[config.mk]
export PLATFORM = sky130hd
export DESIGN_NAME = tcfc_divpipe
export DESIGN_NICKNAME = d
export VERILOG_FILES = /design/src/hdl/tcfc_pkg.sv /design/src/hdl/tcfc_divpipe.sv
export SDC_FILE = /design/constraint.sdc
export NUM_CORES = 2
export LEC_CHECK = 0
export BUFFER_PORTS_ARGS = -buffer_cell sky130_fd_sc_hd__clkbuf_2
export CAP_MARGIN = 20
export CORE_MARGIN = 2
export CORE_UTILIZATION = 57
export CTS_CLUSTER_SIZE = 20
export DETAILED_ROUTE_END_ITERATION = 8
export PLACE_DENSITY_LB_ADDON = 0.2
export RECOVER_POWER = 100
export SETUP_SLACK_MARGIN = 0.3
export SYNTH_ARGS = -nofsm -noshare
export SYNTH_HDL_FRONTEND = slang
export SYNTH_MEMORY_MAX_BITS = 65536
export SYNTH_SLANG_ARGS = --single-unit
[constraint.sdc]
create_clock -name clk_i -period 9.5 [get_ports clk_i]
set_input_delay 1.425 -clock clk_i [delete_from_list [all_inputs] [get_ports clk_i]]
set_output_delay 1.425 -clock clk_i [all_outputs]
set_load 0.02 [all_outputs]
[src/hdl/tcfc_pkg.sv]
// ----------------------------------------------------------------------------
// Timecode frame converter package
// Shared types and codes of the timecode / frame count converter.
// ----------------------------------------------------------------------------
package tcfc_pkg;

  typedef enum logic [1:0] {
    ST_OK    = 2'd0,
    ST_RANGE = 2'd1,
    ST_RATE  = 2'd2,
    ST_SKIP  = 2'd3
  } status_e;

  localparam logic [1:0] CFG_RATE = 2'd0;
  localparam logic [1:0] CFG_DROP = 2'd1;
  localparam logic [1:0] CFG_WRAP = 2'd2;

  typedef struct packed {
    logic [6:0]  rate;
    logic        drop;
    logic        bad;
    logic        wrap;
    logic [2:0]  d;
    logic [23:0] day;
    logic [15:0] per_ten;
    logic [12:0] min_div;
    logic [18:0] hour_div;
    logic [12:0] min60;
  } cfg_t;

  typedef struct packed {
    logic        op;
    status_e     status;
    logic        skip;
    logic [31:0] rem;
    logic [23:0] n;
    logic [7:0]  tens;
    logic [3:0]  mins;
    logic [4:0]  hh;
    logic [5:0]  mm;
    logic [5:0]  ss;
  } item_t;

endpackage

[src/hdl/tcfc_divpipe.sv]
// ----------------------------------------------------------------------------
// Timecode frame converter division pipeline
// One quotient bit per divide stage, plus latch, prep and adjust steps:
// day wrap, drop-frame correction, hours, minutes, seconds, frame remainder.
// ----------------------------------------------------------------------------
module tcfc_divpipe #(
  parameter int COUNT_WIDTH = 32
) (
  input  logic            clk_i,
  input  logic            rst_ni,
  input  tcfc_pkg::cfg_t  cfg_i,
  input  logic            in_valid_i,
  output logic            in_stall_o,
  input  tcfc_pkg::item_t in_item_i,
  output logic            out_valid_o,
  input  logic            out_stall_i,
  output tcfc_pkg::item_t out_item_o
);

  localparam int NumBits = (COUNT_WIDTH < 32) ? COUNT_WIDTH : 32;
  localparam int NQ      = NumBits - 16;
  localparam int PLatch  = NQ;
  localparam int PTens   = PLatch + 1;
  localparam int PMprep  = PTens + 8;
  localparam int PMins   = PMprep + 1;
  localparam int PAdj    = PMins + 4;
  localparam int PHh     = PAdj + 1;
  localparam int PMm     = PHh + 5;
  localparam int PSs     = PMm + 6;
  localparam int NS      = PSs + 6;

  function automatic logic [32:0] cs_f(logic [31:0] r, logic [23:0] dv, int k);
    logic [39:0] s;
    s = 40'(dv) << k;
    if (40'(r) >= s) return {1'b1, 32'(40'(r) - s)};
    return {1'b0, r};
  endfunction

  function automatic tcfc_pkg::item_t step_f(tcfc_pkg::item_t it, tcfc_pkg::cfg_t c,
                                             int idx);
    tcfc_pkg::item_t o;
    logic [32:0]     r;
    logic            drop0;
    logic [12:0]     adj;
    o     = it;
    r     = '0;
    drop0 = c.drop && !it.op;
    adj   = (13'(it.tens) * 13'd9 + 13'(it.mins)) * 13'(c.d);
    if (idx < PLatch) begin
      if (c.wrap) begin
        r     = cs_f(it.rem, c.day, NQ - 1 - idx);
        o.rem = r[31:0];
      end else if (idx == 0 && it.rem >= 32'(c.day) && it.status == tcfc_pkg::ST_OK) begin
        o.status = tcfc_pkg::ST_RANGE;
      end
    end else if (idx == PLatch) begin
      o.n    = it.rem[23:0];
      o.rem  = 32'(it.rem[23:0]);
      o.tens = '0;
      o.mins = '0;
      o.hh   = '0;
      o.mm   = '0;
      o.ss   = '0;
    end else if (idx < PMprep) begin
      if (drop0) begin
        r      = cs_f(it.rem, 24'(c.per_ten), PMprep - 1 - idx);
        o.rem  = r[31:0];
        o.tens = {it.tens[6:0], r[32]};
      end
    end else if (idx == PMprep) begin
      if (drop0) o.rem = (it.rem < 32'(c.d)) ? '0 : it.rem - 32'(c.d);
    end else if (idx < PAdj) begin
      if (drop0) begin
        r      = cs_f(it.rem, 24'(c.min_div), PAdj - 1 - idx);
        o.rem  = r[31:0];
        o.mins = {it.mins[2:0], r[32]};
      end
    end else if (idx == PAdj) begin
      if (drop0) o.n = it.n + 24'(adj);
      o.rem = drop0 ? 32'(it.n + 24'(adj)) : 32'(it.n);
    end else if (idx < PMm) begin
      if (!it.op) begin
        r     = cs_f(it.rem, 24'(c.hour_div), PMm - 1 - idx);
        o.rem = r[31:0];
        o.hh  = {it.hh[3:0], r[32]};
      end
    end else if (idx < PSs) begin
      if (!it.op) begin
        r     = cs_f(it.rem, 24'(c.min60), PSs - 1 - idx);
        o.rem = r[31:0];
        o.mm  = {it.mm[4:0], r[32]};
      end
    end else begin
      if (!it.op) begin
        r     = cs_f(it.rem, 24'(c.rate), NS - 1 - idx);
        o.rem = r[31:0];
        o.ss  = {it.ss[4:0], r[32]};
      end
    end
    return o;
  endfunction

  tcfc_pkg::item_t st_q [NS];
  tcfc_pkg::item_t st_d [NS];
  logic [NS-1:0]   v_q;
  logic [NS:0]     adv;

  assign adv[NS]     = !out_stall_i;
  assign in_stall_o  = !adv[0];
  assign out_valid_o = v_q[NS-1];
  assign out_item_o  = st_q[NS-1];

  for (genvar g = 0; g < NS; g++) begin : g_stage
    assign adv[g] = !v_q[g] || adv[g+1];
    if (g == 0) begin : g_first
      always_comb st_d[g] = step_f(in_item_i, cfg_i, g);
      always_ff @(posedge clk_i or negedge rst_ni) begin
        if (!rst_ni) begin
          v_q[g] <= 1'b0;
        end else if (adv[g]) begin
          v_q[g] <= in_valid_i;
        end
      end
    end else begin : g_rest
      always_comb st_d[g] = step_f(st_q[g-1], cfg_i, g);
      always_ff @(posedge clk_i or negedge rst_ni) begin
        if (!rst_ni) begin
          v_q[g] <= 1'b0;
        end else if (adv[g]) begin
          v_q[g] <= v_q[g-1];
        end
      end
    end
    always_ff @(posedge clk_i) begin
      if (adv[g]) st_q[g] <= st_d[g];
    end
  end

endmodule

* Yosys cells after proc, flatten, opt, wreduce, memory -nomap -nowiden
Memories as Yosys holds them, arrays and structs flattened. Cells that the tools add are included.
Operators by class: order comparisons 47, equality and inequality tests 0, multiplexer cells 356, $add $sub $neg 49, reduce and logical (&&, ||, !) cells 128, div/mod/pow operators 0, shift operators 0, bitwise operators 0, multiply operators 2
Operator list (count):
- $mux W32 | 79
- $mux W33 | 58
- $sub A32 B32 Y32 | 8
- $mux W1 | 186
- $ge A32 B16 Y1 | 3
- $sub A32 B16 Y32 | 3
- $mux W6 | 12
- $ge A32 B13 Y1 | 2
- $ge A32 B14 Y1 | 2
- $ge A32 B15 Y1 | 2
- $ge A32 B17 Y1 | 2
- $ge A32 B18 Y1 | 2
- $ge A32 B19 Y1 | 2
- $ge A32 B20 Y1 | 2
- $ge A32 B21 Y1 | 2
- $ge A32 B22 Y1 | 2
- $ge A32 B23 Y1 | 2
- $ge A32 B24 Y1 | 2
- $logic_not A1 Y1 | 64
- $mux W8 | 8
- $sub A32 B13 Y32 | 2
- $sub A32 B14 Y32 | 2
- $sub A32 B15 Y32 | 2
- $sub A32 B17 Y32 | 2
- other kinds (56) | 131
Word-level totals: memory bits (writable) 4272, bits in read-only memories 0, memories kept 1, bits in latches 0, input bits 191, output and inout bits 91, logic and storage cells 631, bits in registers 48
Memories:
- st_q | words 48, width 89, rd ports 48, clocked after Yosys merged registers in 0, wr ports 48, line tcfc_divpipe.sv:103 | tcfc_pkg::item_t st_q [NS];

* Logic depth before layout (Yosys ltp)
depth after elaboration 51, depth in mapped cells 30, gate-level depth less buffers 30

* Worst setup path before layout
OpenSTA, ideal clock, no wires.
path type input -> output, start point input port out_stall_i, end point output port in_stall_o, arrival 8.356 ns, path slack -0.281 ns, cell stages on the path 13, path through and3_1 inv_1 nor3_1 and4_1 and2_1 inv_1 nor2_1 and2_1 inv_1 nor2_1 and2_1 nand4_1 inv_1
On the way: cells in the longest elaborated chain, start to end 50
Ends and longest elaborated chain:
- start: declaration | line tcfc_divpipe.sv:16 | input logic out_stall_i,
- $logic_not A1 Y1 | line tcfc_divpipe.sv:108 | assign adv[NS] = !out_stall_i;
- $logic_or A1 B1 Y1 (2 in series) | line tcfc_divpipe.sv:114 | assign adv[g] = !v_q[g] || adv[g+1];
- via adv[46] | line tcfc_divpipe.sv:106 | logic [NS:0] adv;
- $logic_or A1 B1 Y1 (21 in series) | line tcfc_divpipe.sv:114
- via adv[25] | line tcfc_divpipe.sv:106
- $logic_or A1 B1 Y1 (16 in series) | line tcfc_divpipe.sv:114
- via adv[9] | line tcfc_divpipe.sv:106
- $logic_or A1 B1 Y1 (9 in series) | line tcfc_divpipe.sv:114
- via adv[0] | line tcfc_divpipe.sv:106
- $logic_not A1 Y1 | line tcfc_divpipe.sv:109 | assign in_stall_o = !adv[0];
- end: declaration | line tcfc_divpipe.sv:13 | output logic in_stall_o,
The timed path passes the listed nets, and every way through them passes these cells.

* Worst setup path in the final report
Ends and elaborated chain as after synthesis.

==> flow_summary_export.csv <==
group,metric,value,unit
drt,wl,304,mm
floorplan,die_area,253000,sq um
finish,final_area,156000,sq um
global_routing,grt_overflow,0,
global_routing,grt_pass1_vias,86900,
timing,rsz0062_at_grt,"false",
clocking,root_buffer,"clkbuf_16",
drt,vias,88000,
synth,ys_async_sr_fraction,1.68,%
drt,drtIter0Drc,6353,
clocking,cts-resized-gates,0,
placed_design,dpl.hpwl,216,mm
timing,tns,0,ns
power_and_ir_drop,p_seq_share,46.0,%
placed_design,port_buffers,227,
timing,fmax,123,MHz
synth,synthCells,11100,
global_routing,grt_pass1_wl,472,mm
finish,areaGrowthSynthToFinish,9.92,%
clocking,insertion_delay,0.96,ns
floorplan,num_rows,183,
min_path,hold_path_class,"flip-flop to flip-flop",
global_routing,antenna_found_initial,4,
drt,avgRoutedWirePerCell,20.2,um
clocking,post-cts-setup-buffer-count,0,
finish,fin_nets,12600,
drt,ant_nets,0,
drt,post_drt_via_cell_ratio,5.85,
power_and_ir_drop,peakVddDrop,0.252,mV
clocking,h-tree-depth,5,
timing,timing_hold_violations_final,0,
timing,post-route-period-util,85.7,%
drt,drc,0,
timing,holdWs,0.355,ns
floorplan,die_y,503,um
synth,yosysTopAreaCell,"edfxtp_1",
placed_design,placed_area,147000,sq um
run_status,violations,"capacitance limit, slew limit",
power_and_ir_drop,comb_power_share,29.8,%
power_and_ir_drop,switching_power,15.6,mW
floorplan,boundaryPins,282,
timing,tightest_slew,3.89,ns
setup_path,cp-start-kind,"input port",
timing,finalSetupViolCount,0,
flow_run,maxCapViolations,57,
finish,drive_gt1_share,7.99,%
setup_path,cp.required,8.08,ns
global_routing,globalRouteTotalUtil,23.6,%
power_and_ir_drop,p_int,32.9,mW
setup_path,path_max_fanout,38,
floorplan,dieWidth,503,um
timing,clock_skew,0.0971,ns
run_status,status,"finished with violations",
synth,ys_ff_latch,2858,
synth,yosys_warnings,0,
synth,avgSynthCellArea,12.8,sq um
synth,synthTopCellsByCount,"2810 x edfxtp_1, 937 x nand2_1, 825 x ha_1, 744 x o21ai_0, 586 x nor2_1",
timing,relSlewSlack,-160,%
finish,nFillCells,18600,
clocking,cts_buffer_depth,4,
setup_path,critPathLaunch,"out_stall_i",
timing,report.final.slew_viol_count,2693,
timing,fin_crit,8.14,ns
placed_design,gp_congestion,0.910,
floorplan,initial_core_util,57.2,%
power_and_ir_drop,p_sw_share,32.1,%
synth,post-synth-top-count-cell,"edfxtp_1",
drt,dr.pass1.iters,6,
synth,synth_edf_count,2810,
setup_path,end_kind,"output port",
power_and_ir_drop,clockPowerShare,24.2,%
synth,yosysUniqueCellTypes,106,
setup_path,crit_type,"input port to output port",
power_and_ir_drop,cellPowerDensity,310,nW/um^2
synth,syn-cell-area,142000,sq um
synth,synth_top_area_share,59.4,%
synth,synth-seq-area-share,60.3,%
global_routing,grt_max_degree,89,
clocking,path_clk_slew,0.06,ns
setup_path,worstPathArrival,6.71,ns
min_path,min_from,"st_q[17][135]",
setup_path,rr_startpoint,"out_valid_o",
clocking,cts_buffers,313,
floorplan,fp.coreArea,248000,sq um
synth,synth_flop_cell,"edfxtp_1",
clocking,tritoncts,"yes",
power_and_ir_drop,p_leak,62.4,nW
synth,synthTopCellsByArea,"edfxtp_1 59%, ha_1 7.3%, xor2_1 3.3%, xnor2_1 3.0%, o21ai_0 2.6%",
clocking,numClockSinks,2858,
synth,synthesis.nets,12200,
clocking,holdBufCountCts,0,
## final timing paths
path                       slack (ns)            to  cells after the start
setup / recovery                 1.36    in_stall_o                     16
max in group asynchronous        5.59        v_q[7]                      2
hold / removal                   0.35  st_q[18][46]                      0
min in group asynchronous        1.74       v_q[45]                      2
setup reg to reg                 2.20  st_q[9][144]                     10
hold reg to reg                  0.35  st_q[18][46]                      0
## metal layers
metal / GRT usage (%) / part of all wire [%] / up-vias
met5: 0 / 0.015 / -
met4: 8.76 / 3.7 / 6
met3: 3.41 / 5.3 / 613
met2: 39.6 / 48 / 2445
met1: 31.3 / 43 / 42600
li1: - / - / 42300
## layout by cell type, fill, tap and decap left out, types with 314 or more instances in the layout
| cell | n |
|---|---|
| clkbuf_16 | 314 |
| nor2_1 | 586 |
| xnor2_1 | 494 |
| inv_1 | 420 |
| nand2_1 | 934 |
| xor2_1 | 536 |
| a21oi_1 | 489 |
| o21ai_0 | 763 |
| edfxtp_1 | 2810 |
| ha_1 | 825 |
## state kept, by name (all words and copies together), names as in the netlist
name	cells
out_valid_o	1
st_q	2810
v_q	47
## stage by stage
| stage | setup slack, ns | util, % | power [mW] | cells |
|---|---|---|---|---|
| floorplan | 0.308 | - | 32.8 | 11100 |
| CTS | 1.75 | 63.2 | 48.7 | 15000 |
| global placement | 1.93 | 59.2 | 36.1 | 14500 |
| detailed placement | 1.84 | 59.2 | 36.7 | 14500 |
| global route | 0.921 | 62.9 | 51.3 | 15000 |
| finish | 1.36 | 62.9 | 48.5 | 15000 |
## power groups by stage
stage,combinational (mW),sequential (mW),clock (mW)
floorplan,11.5,21.3,0
global placement,13.8,22.2,0
detailed placement,14.3,22.4,0
CTS,14.5,22.3,12.0
global route,16.1,22.8,12.5
finish,14.5,22.3,11.7
## cell families (layout without fill, tap and decap cells)
| family | count (synthesis) | count (layout) | synth area share [%] |
|---|---|---|---|
| mux | 321 | 321 | 2.53 |
| buf+inv | 687 | 1312 | 2.11 |
| fa+ha+maj | 883 | 883 | 8.09 |
| compound gates | 2186 | 2186 | 9.56 |
| xor+xnor | 1031 | 1031 | 6.37 |
| simple gates | 3115 | 3115 | 11.1 |
| other cells | 0 | 3 | 0 |
| flops | 2858 | 2858 | 60.3 |
## area by class of cell
type	count	area [sq um]	area share (%)
Sequential cell	2858	85600	54.8
Multi-Input combinational cell	7536	53300	34.2
Inverter	427	1610	1.03
Clock inverter	160	1670	1.07
Antenna cell	3	7.51	0.00481
Tap cell	3330	4170	2.67
Timing Repair Buffer	344	1560	1.00
Clock buffer	381	8160	5.23
## critical path, cell delays in order
cell,delay (ns)
clkbuf_2,0.09
and3_1,0.31
clkinvlp_4,0.63
nor3_1,1.03
and4_1,0.54
and2_0,0.38
clkinvlp_2,0.32
nor2_1,0.41
and2_0,0.33
inv_1,0.10
nor2_1,0.15
and2_0,0.23
nand4_1,0.11
buf_4,0.31
inv_1,0.10
clkbuf_1,0.23
No activity file was read; power rests on OpenSTA's default activity.
