`src/hdl/tcfc_pkg.sv`:
```
// ----------------------------------------------------------------------------
// Timecode frame converter package
// Shared types and codes of the timecode / frame count converter.
// ----------------------------------------------------------------------------
package tcfc_pkg;

  typedef enum logic [1:0] {
    ST_OK    = 2'd0,
    ST_RANGE = 2'd1,
    ST_RATE  = 2'd2,
    ST_SKIP  = 2'd3
  } status_e;

  localparam logic [1:0] CFG_RATE = 2'd0;
  localparam logic [1:0] CFG_DROP = 2'd1;
  localparam logic [1:0] CFG_WRAP = 2'd2;

  typedef struct packed {
    logic [6:0]  rate;
    logic        drop;
    logic        bad;
    logic        wrap;
    logic [2:0]  d;
    logic [23:0] day;
    logic [15:0] per_ten;
    logic [12:0] min_div;
    logic [18:0] hour_div;
    logic [12:0] min60;
  } cfg_t;

  typedef struct packed {
    logic        op;
    status_e     status;
    logic        skip;
    logic [31:0] rem;
    logic [23:0] n;
    logic [7:0]  tens;
    logic [3:0]  mins;
    logic [4:0]  hh;
    logic [5:0]  mm;
    logic [5:0]  ss;
  } item_t;

endpackage

```
`src/hdl/tcfc_front.sv`:
```
// ----------------------------------------------------------------------------
// Timecode frame converter front end
// Captures an item, forms the timecode sum for the reverse conversion and
// hands a common dividend to the division pipeline.
// ----------------------------------------------------------------------------
module tcfc_front #(
  parameter int COUNT_WIDTH = 32
) (
  input  logic                clk_i,
  input  logic                rst_ni,
  input  tcfc_pkg::cfg_t      cfg_i,
  input  logic                in_valid_i,
  output logic                in_stall_o,
  input  logic                op_i,
  input  logic [31:0]         count_in_i,
  input  logic [4:0]          hours_in_i,
  input  logic [5:0]          minutes_in_i,
  input  logic [5:0]          seconds_in_i,
  input  logic [6:0]          frames_in_i,
  output logic                out_valid_o,
  input  logic                out_stall_i,
  output tcfc_pkg::item_t     out_item_o
);

  localparam logic [31:0] CountMask = (COUNT_WIDTH >= 32) ? 32'hFFFF_FFFF :
                                      32'((64'd1 << COUNT_WIDTH) - 64'd1);

  logic [3:0] v_q;
  logic [4:0] adv;

  logic        a_op_q, b_op_q, c_op_q;
  logic [31:0] a_cnt_q, b_cnt_q, c_cnt_q;
  logic [4:0]  a_hh_q;
  logic [5:0]  a_mm_q, a_ss_q;
  logic [6:0]  a_ff_q, b_ff_q;
  logic [16:0] b_t_q, b_t_d;
  logic [10:0] b_tm_q, b_tm_d;
  logic        b_skip_q, b_skip_d, c_skip_q;
  logic [23:0] c_p_q, c_p_d;
  logic [12:0] c_dsub_q, c_dsub_d;
  logic [23:0] tm10_prod;
  logic [10:0] tm10;
  logic [3:0]  mm10;
  tcfc_pkg::item_t d_q, d_d;

  assign adv[4] = !out_stall_i;
  for (genvar g = 0; g < 4; g++) begin : g_adv
    assign adv[g] = !v_q[g] || adv[g+1];
  end
  assign in_stall_o  = !adv[0];
  assign out_valid_o = v_q[3];
  assign out_item_o  = d_q;

  always_comb begin
    b_tm_d   = 11'(a_hh_q) * 11'd60 + 11'(a_mm_q);
    b_t_d    = 17'(a_ss_q) + 17'(a_mm_q) * 17'd60 + 17'(a_hh_q) * 17'd3600;
    mm10     = 4'((11'(a_mm_q) * 11'd26) >> 8);
    b_skip_d = cfg_i.drop && a_op_q && (a_ff_q < 7'(cfg_i.d)) && (a_ss_q == 6'd0) &&
               (a_mm_q != 6'(mm10) * 6'd10);
  end

  always_comb begin
    tm10_prod = 24'(b_tm_q) * 24'd6554;
    tm10      = 11'(tm10_prod >> 16);
    c_p_d     = 24'(cfg_i.rate) * 24'(b_t_q) + 24'(b_ff_q);
    c_dsub_d  = 13'(cfg_i.d) * 13'(b_tm_q - tm10);
  end

  always_comb begin
    d_d        = '0;
    d_d.op     = c_op_q;
    d_d.skip   = c_skip_q;
    d_d.status = cfg_i.bad ? tcfc_pkg::ST_RATE : tcfc_pkg::ST_OK;
    d_d.rem    = c_op_q ? 32'(c_p_q - 24'(c_dsub_q)) : c_cnt_q;
  end

  always_ff @(posedge clk_i or negedge rst_ni) begin
    if (!rst_ni) begin
      v_q <= '0;
    end else begin
      if (adv[0]) v_q[0] <= in_valid_i;
      for (int i = 1; i < 4; i++) begin
        if (adv[i]) v_q[i] <= v_q[i-1];
      end
    end
  end

  always_ff @(posedge clk_i) begin
    if (adv[0]) begin
      a_op_q  <= op_i;
      a_cnt_q <= count_in_i & CountMask;
      a_hh_q  <= hours_in_i;
      a_mm_q  <= minutes_in_i;
      a_ss_q  <= seconds_in_i;
      a_ff_q  <= frames_in_i;
    end
    if (adv[1]) begin
      b_op_q   <= a_op_q;
      b_cnt_q  <= a_cnt_q;
      b_ff_q   <= a_ff_q;
      b_t_q    <= b_t_d;
      b_tm_q   <= b_tm_d;
      b_skip_q <= b_skip_d;
    end
    if (adv[2]) begin
      c_op_q   <= b_op_q;
      c_cnt_q  <= b_cnt_q;
      c_skip_q <= b_skip_q;
      c_p_q    <= c_p_d;
      c_dsub_q <= c_dsub_d;
    end
    if (adv[3]) begin
      d_q <= d_d;
    end
  end

endmodule

```
`config.mk`:
```
export PLATFORM = sky130hd
export DESIGN_NAME = tcfc_front
export DESIGN_NICKNAME = d
export VERILOG_FILES = /design/src/hdl/tcfc_pkg.sv /design/src/hdl/tcfc_front.sv
export SDC_FILE = /design/constraint.sdc
export NUM_CORES = 1
export LEC_CHECK = 0
export BUFFER_PORTS_ARGS = -buffer_cell sky130_fd_sc_hd__buf_2
export CORE_MARGIN = 10
export CORE_UTILIZATION = 55
export CTS_CLUSTER_SIZE = 14
export DETAILED_ROUTE_END_ITERATION = 6
export PLACE_DENSITY = 0.77
export RECOVER_POWER = 50
export SYNTH_ARGS = -nofsm -noshare
export SYNTH_HDL_FRONTEND = slang
export SYNTH_SLANG_ARGS = --single-unit
```
`constraint.sdc`:
```
create_clock -name clk_i -period 8.7 [get_ports clk_i]
set_clock_uncertainty 0.05 [all_clocks]
set_input_delay 1.305 -clock clk_i [delete_from_list [all_inputs] [get_ports clk_i]]
set_output_delay 1.305 -clock clk_i [all_outputs]
set_load 0.02 [all_outputs]
```
## Word level (Yosys, flattened, before mapping)

Cells that the tools add are included.

- Reduce and logical (&&, ||, !) cells: 15
- Order comparisons: 1
- $add $sub $neg: 6
- Equal/unequal tests: 1
- Mux-type cells: 2
- Multiply operators: 8

Operators with widths:

| operator | number |
|---|---|
| two-way mux 32 bit | 1 |
| subtractor 24 x 13 -> 25 bit | 1 |
| adder 24 x 7 -> 24 bit | 1 |
| multiplier 7 x 17 -> 24 bit | 1 |
| multiplier 11 x 12 -> 23 bit (second input constant) | 1 |
| multiplier 6 x 4 -> 10 bit (second input constant) | 2 |
| adder 13 x 17 -> 17 bit | 1 |
| adder 6 x 12 -> 13 bit | 1 |
| multiplier 3 x 13 -> 13 bit | 1 |
| multiplier 5 x 8 -> 13 bit (second input constant) | 1 |
| subtractor 11 x 8 -> 12 bit | 1 |
| adder 11 x 6 -> 11 bit | 1 |
| multiplier 5 x 4 -> 9 bit (second input constant) | 1 |
| less-than comparator 7 x 3 -> 1 bit | 1 |
| zero test 1 bit | 6 |
| zero test 6 bit | 1 |
| inequality test 6 bit | 1 |
| multiplier 3 x 3 -> 5 bit (second input constant) | 1 |
| logical AND 1 bit | 4 |
| logical OR 1 bit | 4 |
| two-way mux 2 bit | 1 |

- Output and inout port bits: 91
- Input bits: 159
- Flip-flop bits (word level): 237
- Word-level logic and storage cells: 58

## Longest topological paths before layout

Gate-level depths: netlist of run 1.

- Depth after elaboration: 6
- Mapped depth: 36

## Least setup slack after synthesis of run 1

No wires, ideal clock.

- Path kind: register -> register
- From: reg b_tm_q[9]
- To: reg c_dsub_q[12], data pin
- Data arrival time: 7479 ps
- Period minus slack after synthesis: 7797 ps
- Cell stages (with the launch flop): 32
- Slack: 903 ps
- Path through: edfxtp_1 > inv_1 > ha_1 > inv_1 > fa_1 > inv_1 > fa_1 > inv_1 > fa_1 > fa_1 > inv_1 > ha_1 > and4_4 > and2_1 > a311o_1 > a21oi_2 > a21oi_2 > or4_1 > and3_1 > ha_1 > o21ai_0 > o21bai_1 > xnor2_1 > nand2_1 > fa_1 > inv_1 > ha_1 > or2_2 > a21oi_1 > a21oi_1 > a31oi_1 > xnor3_1

- Cells in the longest elaborated chain, start to end: 3

Ends and longest elaborated chain:

| element | RTL line | source |
|---|---|---|
| from (decl) | tcfc_front.sv:37 | `logic [10:0] b_tm_q, b_tm_d;` |
| from (signal assigned) | tcfc_front.sv:102 | `b_tm_q <= b_tm_d;` |
| multiplier 11 x 12 -> 23 bit | tcfc_front.sv:63 | `tm10_prod = 24'(b_tm_q) * 24'd6554;` |
| subtractor 11 x 8 -> 12 bit * | tcfc_front.sv:66 | `c_dsub_d = 13'(cfg_i.d) * 13'(b_tm_q - tm10);` |
| multiplier 3 x 13 -> 13 bit * | tcfc_front.sv:66 |  |
| via c_dsub_d[12] | tcfc_front.sv:40 | `logic [12:0] c_dsub_q, c_dsub_d;` |
| to (signal assigned) | tcfc_front.sv:110 | `c_dsub_q <= c_dsub_d;` |
| to (decl) | tcfc_front.sv:40 |  |

Mark *: on every way through the listed nets, which the timed path passes. The rest lies on a longest branch.
A chain may end at the register's enable or synchronous reset.

## Worst setup path in the final report of run 1

Ends and elaborated chain as after synthesis.

==> results of run 1 <==
==> worst max path at each step <==
| stage | depth (start not counted) | end | slack [ps] |
|---|---|---|---|
| finish | 31 | c_dsub_q[12] | 350 |
| floorplan | 31 | c_dsub_q[12] | 900 |
| CTS | 33 | c_dsub_q[12] | 250 |
| global placement | 31 | c_dsub_q[12] | 410 |
| detailed placement | 33 | c_dsub_q[12] | 290 |
| global route | 33 | c_dsub_q[12] | -50 |
==> critical path: cells and delay by family, from the launching register on <==
kind	cells	cell delay [ps]
AND/OR/NAND/NOR	6	1330
buffers and inverters	6	400
flip-flops	1	360
XOR/XNOR	2	540
adder cells (fa/ha/maj)	9	3920
AO/OA/AOI/OAI	8	1470
==> cells by family after synthesis <==
kind of cell    synth area share [%]
compound gates                 8.626
xor+xnor                       4.451
fa+ha+maj                      31.57
buf+inv                        7.919
flops                          38.03
mux                           0.4242
other cells                  0.02018
simple gates                   8.962
==> registers in the layout, indices dropped and copies added, names as in the netlist <==
register	cells
out_item_o	35
a_hh_q	5
a_cnt_q	32
c_cnt_q	32
c_p_q	24
v_q	4
a_ss_q	6
b_ff_q	7
c_skip_q	1
a_op_q	1
b_op_q	1
c_op_q	1
a_ff_q	7
b_cnt_q	32
b_skip_q	1
a_mm_q	6
b_tm_q	11
b_t_q	17
c_dsub_q	13
==> timing repair <==
item	CTS	global route
endpoints found under the setup margin	0	2
hold buffers	0	0
setup buffers	0	11
resized for setup	0	3
==> metal layers <==
layer / global-route usage (%) / wire (um)
met1: 22.78 / 15620
met2: 30.77 / 17930
met3: 3.221 / 2012
met4: 4.103 / 693
met5: 0 / 20
==> layout make-up <==
| class | count | area (um2) | area share, % |
|---|---|---|---|
| Sequential cell | 236 | 7067 | 34.94 |
| Multi-Input combinational cell | 1089 | 10250 | 50.67 |
| Clock buffer | 28 | 615.6 | 3.043 |
| Tap cell | 448 | 560.5 | 2.771 |
| Timing Repair Buffer | 126 | 646.9 | 3.198 |
| Clock inverter | 14 | 77.57 | 0.3835 |
| Inverter | 269 | 1010 | 4.992 |
==> placed cells by master, fill, tap and decap left out, types with 4 or more instances in the layout <==
master and n:
ha_1 232, a21oi_1 55, nand2_1 98, a21oi_2 5, nor2_1 41, inv_1 268
nand2b_1 11, nor4_1 4, and2_1 84, fa_1 148, buf_2 94, or4_1 6
clkbuf_1 21, a31oi_1 12, nor3_1 16, dfrtp_1 4, o31ai_1 9, a211oi_1 8
o21ai_0 45, clkinv_1 8, nand4_1 5, clkbuf_16 24, a21o_1 29, a21boi_0 4
o21a_1 17, edfxtp_1 232, nand3_1 16, o211ai_1 5, and3_1 6, xor2_1 31
mux2_2 7, conb_1 54, or3_1 4, o21bai_1 14, nor2b_1 12, buf_4 15
xnor2_1 59
==> per-stage QoR <==
step / instances / util [%] / hold slack [ps] / setup WS [ps]
finish: 2210 / 60.47 / 365.7 / 350.3
global route: 2210 / 60.47 / 374.9 / -50.65
CTS: 2199 / 60.34 / 368.4 / 253.6
detailed placement: 2157 / 58.27 / 354.5 / 289.6
global placement: 2157 / 58.27 / 351.5 / 414.8
floorplan: 1663 / - / 350.3 / 903.3
==> metrics.yaml, run 1 <==
outcome:
  status: "finished with violations"
  violations: "max-capacitance violations, max-slew violations"
setup_path:
  critPathMaxFanout: 5
  crit_type: "reg2reg"
  r2r_cells: 31
  crit_top_cell: "inv_1"
  cp-start-kind: "flip-flop"
  ff2ff_setup_slack_ps: 350
  worstPathRequired_ps: 8910
  r2r_end: "c_dsub_q[12]"
  cp_slowest_cell: "fa_1"
  rr_startpoint: "b_tm_q[9]"
  critPathCaptureType: "flip-flop"
  crit_path_start: "b_tm_q[9]"
  arrival_ps: 8560
  slowest_delay_ps: 550
cts:
  cts_tree: "built"
  cts_root_buf: "clkbuf_16"
  cts_max_level: 1
  clk_pin_slew_worst_paths_ps: 60
  numCtsBuffers: 24
  clock_latency_ps: 530
  clock_sinks: 236
  cts_buffer_depth: 3
finish:
  drive_gt1_share_pct: 9.932
  n_antenna_cell: 0
  syn2layout_area_growth_pct: 8.855
  design_area_mm2: 0.02023
  fin_nets: 2285
  num-fill-cells: 2671
global_routing:
  grt_pass1_wl_um: 60930
  antenna_found_initial: 1
  grt_max_degree: 71
  grt_pass1_vias: 12440
  grt_overflow_total: 0
  track_usage_pct: 17.80
logic_synthesis:
  synth.cell_area_mm2: 0.01858
  yosysMostFrequentCell: "inv_1"
  synth_seq_area_share_pct: 38.03
  synthTopCellsByArea: "edfxtp_1 37%, fa_1 16%, ha_1 16%"
  yosys_warnings: 0
  synth.top_cell.area_share_pct: 37.49
  ys_ff_latch: 236
  synth_cell_types: 73
  synthArstFlopShare_pct: 1.695
  ys_top_cells_by_count: "268 x inv_1, 232 x edfxtp_1, 232 x ha_1"
  syn_inst: 1610
  synth_edf_count: 232
  synth-main-ff-cell: "edfxtp_1"
  synth_area_leader_cell: "edfxtp_1"
  avgSynthCellArea_um2: 11.54
drt:
  wl_per_cell_um: 16.42
  drt-initial-drc-count: 603
  first_pass_iters: 5
  num_vias: 11690
  via_per_inst: 5.291
  routed_wl_um: 36280
  drc: 0
  detail-route-antenna-nets: 0
placement:
  place_congestion: 0.8899
  portBuffers: 109
  hpwlAfterDp_um: 28920
  placed_area_mm2: 0.01949
floorplan:
  start_util_pct: 55.55
  io_pins: 250
  core_region_area_mm2: 0.03345
  die_h_um: 203.8
  die-area_mm2: 0.04154
  std_cell_rows: 67
  die_w_um: 203.8
hold_path:
  holdPathEnd: "b_cnt_q[13]"
  hold_depth: 0
  worstHoldStart: "a_cnt_q[13]"
  hold_path.class: "reg2reg"
timing:
  finalHoldViolCount: 0
  fin_crit_ps: 8350
  slew_headroom_pct: -99.41
  tns_ps: 0
  worst_pin_slew_ps: 2984
  clock.fmax_ghz: 0.1198
  setup_viol: 0
  maxSlewViolCount: 152
  period_share_pct: 95.97
run:
  maxCapViolCount: 3
Power of run 1 is left out: the tool's default activity adds up to more than one toggle a clock period on the data nets, which glitch-free logic cannot reach.
==> run 2: changes to the inputs <==
CORE_UTILIZATION = 54   (was 55)
PLACE_DENSITY = 0.78   (was 0.77)
clock period = 6.7 ns   (was 8.7 ns; I/O delays follow)
==> metrics.yaml, run 2 (synthesized netlist as in run 1, its figures left out) <==
finish:
  mostFrequentLayoutCell: "inv_1"
  layout_common_cells: "253 x inv_1, 232 x edfxtp_1, 211 x ha_1"
  n_antenna_cell: 0
  largest_register_ffs: 35
  syn2layout_area_growth_pct: 15.69
  drive_gt1_share_pct: 19.35
  num-fill-cells: 2528
  fin_nets: 2376
  final_core_util_pct: 63.63
timing:
  worst_pin_slew_ps: 3099
  clock.fmax_ghz: 0.1318
  maxSlewViolCount: 152
  fin_crit_ps: 7586
  rsz0062_at_grt: "yes"
  setup_viol: 10
  slew_headroom_pct: -106.6
  setup_slack_ps: -886.2
  finalHoldViolCount: 0
  period_share_pct: 113.2
setup_path:
  r2r_end: "c_dsub_q[12]"
  cp_slowest_cell: "fa_1"
  crit_end: "c_dsub_q[12]"
  slowest_delay_ps: 540
  ff2ff_setup_slack_ps: -890
  arrival_ps: 7820
  critPathCaptureType: "flip-flop"
  crit_type: "reg2reg"
  r2r_cells: 32
  critPathMaxFanout: 4
  crit_path_start: "b_tm_q[5]"
  worstPathRequired_ps: 6930
  cp-start-kind: "flip-flop"
  rr_startpoint: "b_tm_q[5]"
cts:
  clk_pin_slew_worst_paths_ps: 60
  numCtsBuffers: 24
  cts_max_level: 1
  cts_buffer_depth: 3
  cts_hold_buffers: 0
  clock_latency_ps: 540
  cts_root_buf: "clkbuf_16"
  clock_sinks: 236
  cts_tree: "built"
floorplan:
  io_pins: 250
  core_region_area_mm2: 0.03378
  std_cell_rows: 67
  die_h_um: 205.5
  die-area_mm2: 0.04223
  start_util_pct: 55.00
  die_w_um: 205.5
global_routing:
  grt_pass1_vias: 12900
  grt_pass1_wl_um: 63600
  antenna_found_initial: 0
  track_usage_pct: 18.44
  grt_overflow_total: 0
  grt_max_degree: 71
drt:
  via_per_inst: 5.290
  wl_per_cell_um: 16.94
  num_vias: 12180
  first_pass_iters: 5
  drt-initial-drc-count: 569
  detail-route-antenna-nets: 0
  routed_wl_um: 39010
  drc: 0
hold_path:
  hold_path.class: "in2async"
run:
  maxCapViolCount: 3
outcome:
  violations: "max-capacitance violations, max-slew violations, negative setup slack"
  status: "finished with violations"
placement:
  dpl_worst_slack_ps: -952.6
  place_congestion: 0.9079
  hpwlAfterDp_um: 30240
  portBuffers: 109
## run 2: changes by cell type in the layout (fill, tap and decap cells not counted), moves of 4 or more
cell and delta:
a21oi_2 +9, xnor2_2 +4, clkbuf_8 +4, ha_1 -21, a21oi_1 -10, inv_2 +15, buf_4 +88, xnor2_1 -5
o21ai_2 +8, o21ai_0 -9, ha_4 +20, clkinv_1 -7, inv_1 -15
## run 2: layer usage
layer  track usage [%]  share of wire, %
met1             22.93                42
met2             32.71                51
met3             3.145               5.0
met4             4.411               1.9
met5                 0                 0
## run 2: worst max-delay path, delay by kind of cell (launching register included)
family | cells | cell delay [ps]
flops | 1 | 410
xor+xnor | 3 | 520
compound gates | 8 | 1520
fa+ha+maj | 9 | 3490
simple gates | 6 | 1000
buf+inv | 6 | 370
## run 2: area by class of cell
class / instances / area [um2] / share of cell area (%)
Clock buffer: 35 / 681.9 / 3.172
Tap cell: 448 / 560.5 / 2.608
Clock inverter: 9 / 68.82 / 0.3201
Sequential cell: 236 / 7067 / 32.87
Multi-Input combinational cell: 1089 / 10770 / 50.09
Timing Repair Buffer: 217 / 1341 / 6.239
Inverter: 269 / 1010 / 4.697
## run 2: through the flow
step | area, um2 | cells | hold WS, ps | setup TNS (ps)
final | 21500 | 2303 | 245.1 | -5514
after global routing | 21500 | 2303 | 251.9 | -8115
after CTS | 21300 | 2295 | 198.6 | -5151
after detailed placement | 20310 | 2241 | 354.5 | -5810
after global placement | 20310 | 2241 | 351.5 | -4210
after floorplan | 18970 | 1663 | 350.3 | -1994
## run 2: how the worst min path moves through the flow
stage	depth (start not counted)	slack (ps)	to	start
final	1	250	v_q[2]	rst_ni
after detailed placement	0	350	b_cnt_q[20]	a_cnt_q[20]
after floorplan	0	350	b_cnt_q[0]	a_cnt_q[0]
after global routing	1	250	v_q[2]	rst_ni
after global placement	0	350	c_cnt_q[7]	b_cnt_q[7]
after CTS	1	200	v_q[2]	rst_ni
## run 2: repair_timing
item	4_1_cts	5_1_grt
setup buffers	10	11
gates resized for setup	32	40
endpoints found under the setup margin	10	10
pin swaps	42	55
Power of run 2 is left out for the same reason.
==> run 3: changes to the inputs <==
PLACE_DENSITY = 0.81   (was 0.78)
==> metrics.yaml, run 3 (synthesized netlist as in run 1, its figures left out) <==
drt:
  first_pass_iters: 5
  drt-initial-drc-count: 736
  routed_wl_um: 39870
  wl_per_cell_um: 17.27
  via_per_inst: 5.311
  num_vias: 12260
  drc: 0
  detail-route-antenna-nets: 0
setup_path:
  r2r_end: "c_dsub_q[12]"
  worstPathRequired_ps: 6930
  cp_slowest_cell: "fa_1"
  slowest_delay_ps: 560
  critPathMaxFanout: 3
  critPathCaptureType: "flip-flop"
  rr_startpoint: "b_tm_q[10]"
  arrival_ps: 7970
  cp-start-kind: "flip-flop"
  cp_top_family: "adder cells"
  crit_type: "reg2reg"
  r2r_cells: 33
  ff2ff_setup_slack_ps: -1040
  critical_path_buf_inv_count: 7
timing:
  fin_crit_ps: 7739
  slew_headroom_pct: -169.0
  period_share_pct: 115.5
  setup_viol: 10
  whs_ps: 239.3
  rsz0062_at_grt: "yes"
  clock.fmax_ghz: 0.1292
  maxSlewViolCount: 212
  finalHoldViolCount: 0
  setup_slack_ps: -1039
  worst_pin_slew_ps: 4034
global_routing:
  grt_pass1_vias: 13030
  antenna_found_initial: 0
  grt_max_degree: 71
  grt_pass1_wl_um: 63120
  track_usage_pct: 18.21
  grt_overflow_total: 0
floorplan:
  std_cell_rows: 67
  die-area_mm2: 0.04223
  core_region_area_mm2: 0.03378
  io_pins: 250
  die_h_um: 205.5
  die_w_um: 205.5
  start_util_pct: 55.00
cts:
  clk_pin_slew_worst_paths_ps: 60
  cts_root_buf: "clkbuf_16"
  cts_max_level: 1
  clock_sinks: 236
  cts_buffer_depth: 3
  numCtsBuffers: 23
  cts_tree: "built"
  clock_latency_ps: 540
placement:
  placed_area_mm2: 0.02030
  hpwlAfterDp_um: 29810
  place_congestion: 0.9131
  portBuffers: 109
finish:
  n_antenna_cell: 0
  largest_register_ffs: 35
  mostFrequentLayoutCell: "inv_1"
  design_area_mm2: 0.02168
  final_core_util_pct: 64.18
  syn2layout_area_growth_pct: 16.69
  fin_nets: 2385
  layout_common_cells: "250 x inv_1, 232 x edfxtp_1, 211 x ha_1"
  drive_gt1_share_pct: 19.95
outcome:
  status: "finished with violations"
  violations: "max-capacitance violations, max-slew violations, negative setup slack"
hold_path:
  hold_path.class: "in2async"
run:
  maxCapViolCount: 4
## run 3: changes by cell type in the layout (fill, tap and decap cells not counted), sizes merged
cell and change:
clkinvlp -1, clkinv +2, inv +1, clkbuf -3, buf +6
## run 3: what timing repair did
action / 4_1_cts / 5_1_grt
resized for setup: 66 / 45
pin swaps: 52 / 43
buffers inserted: 21 / 10
endpoints found under the setup margin: 10 / 10
hold buffers: 0 / 0
## run 3: metal layers
metal	global-route usage [%]	vias up	share of wire, %
met1	22.48	6046	42
li1	-	5822	-
met3	2.862	70	5.2
met4	4.542	0	2.4
met2	32.60	320	51
met5	0	-	0
## run 3: cell type report
type                       count  area, um2
inverter                     269       1012
tap                          448      560.5
multi-input combinational   1089      10940
timing repair buffer         227       1451
fill                        2488      12100
sequential                   236       7067
clock inverter                11      61.31
clock buffer                  28      594.3
## run 3: worst max path at each step
stage | startpoint | end | slack [ps] | cells past startpoint
after floorplan | b_tm_q[5] | c_dsub_q[12] | -640 | 30
final | b_tm_q[10] | c_dsub_q[12] | -1040 | 33
after detailed placement | b_tm_q[6] | c_dsub_q[12] | -1020 | 31
after CTS | b_tm_q[6] | c_dsub_q[12] | -900 | 30
after global placement | b_tm_q[6] | c_dsub_q[12] | -780 | 30
after global routing | b_tm_q[10] | c_dsub_q[12] | -1300 | 33
## run 3: worst register-to-register path, delay by kind of cell, from the launching register on
kind | cells | cell delay, ps
XOR/XNOR | 2 | 400
AO/OA/AOI/OAI | 11 | 2080
buffers and inverters | 7 | 420
AND/OR/NAND/NOR | 4 | 420
adder cells (fa/ha/maj) | 9 | 3720
flip-flops | 1 | 400
## run 3: metrics by stage
stage,worst slack (ps),instances,setup TNS (ps)
final,-1039,2308,-6198
after global routing,-1303,2308,-8499
after CTS,-904.6,2299,-4671
after detailed placement,-1017,2240,-5517
after global placement,-778.3,2240,-4033
after floorplan,-639.5,1663,-1994
Power of run 3 is left out for the same reason.
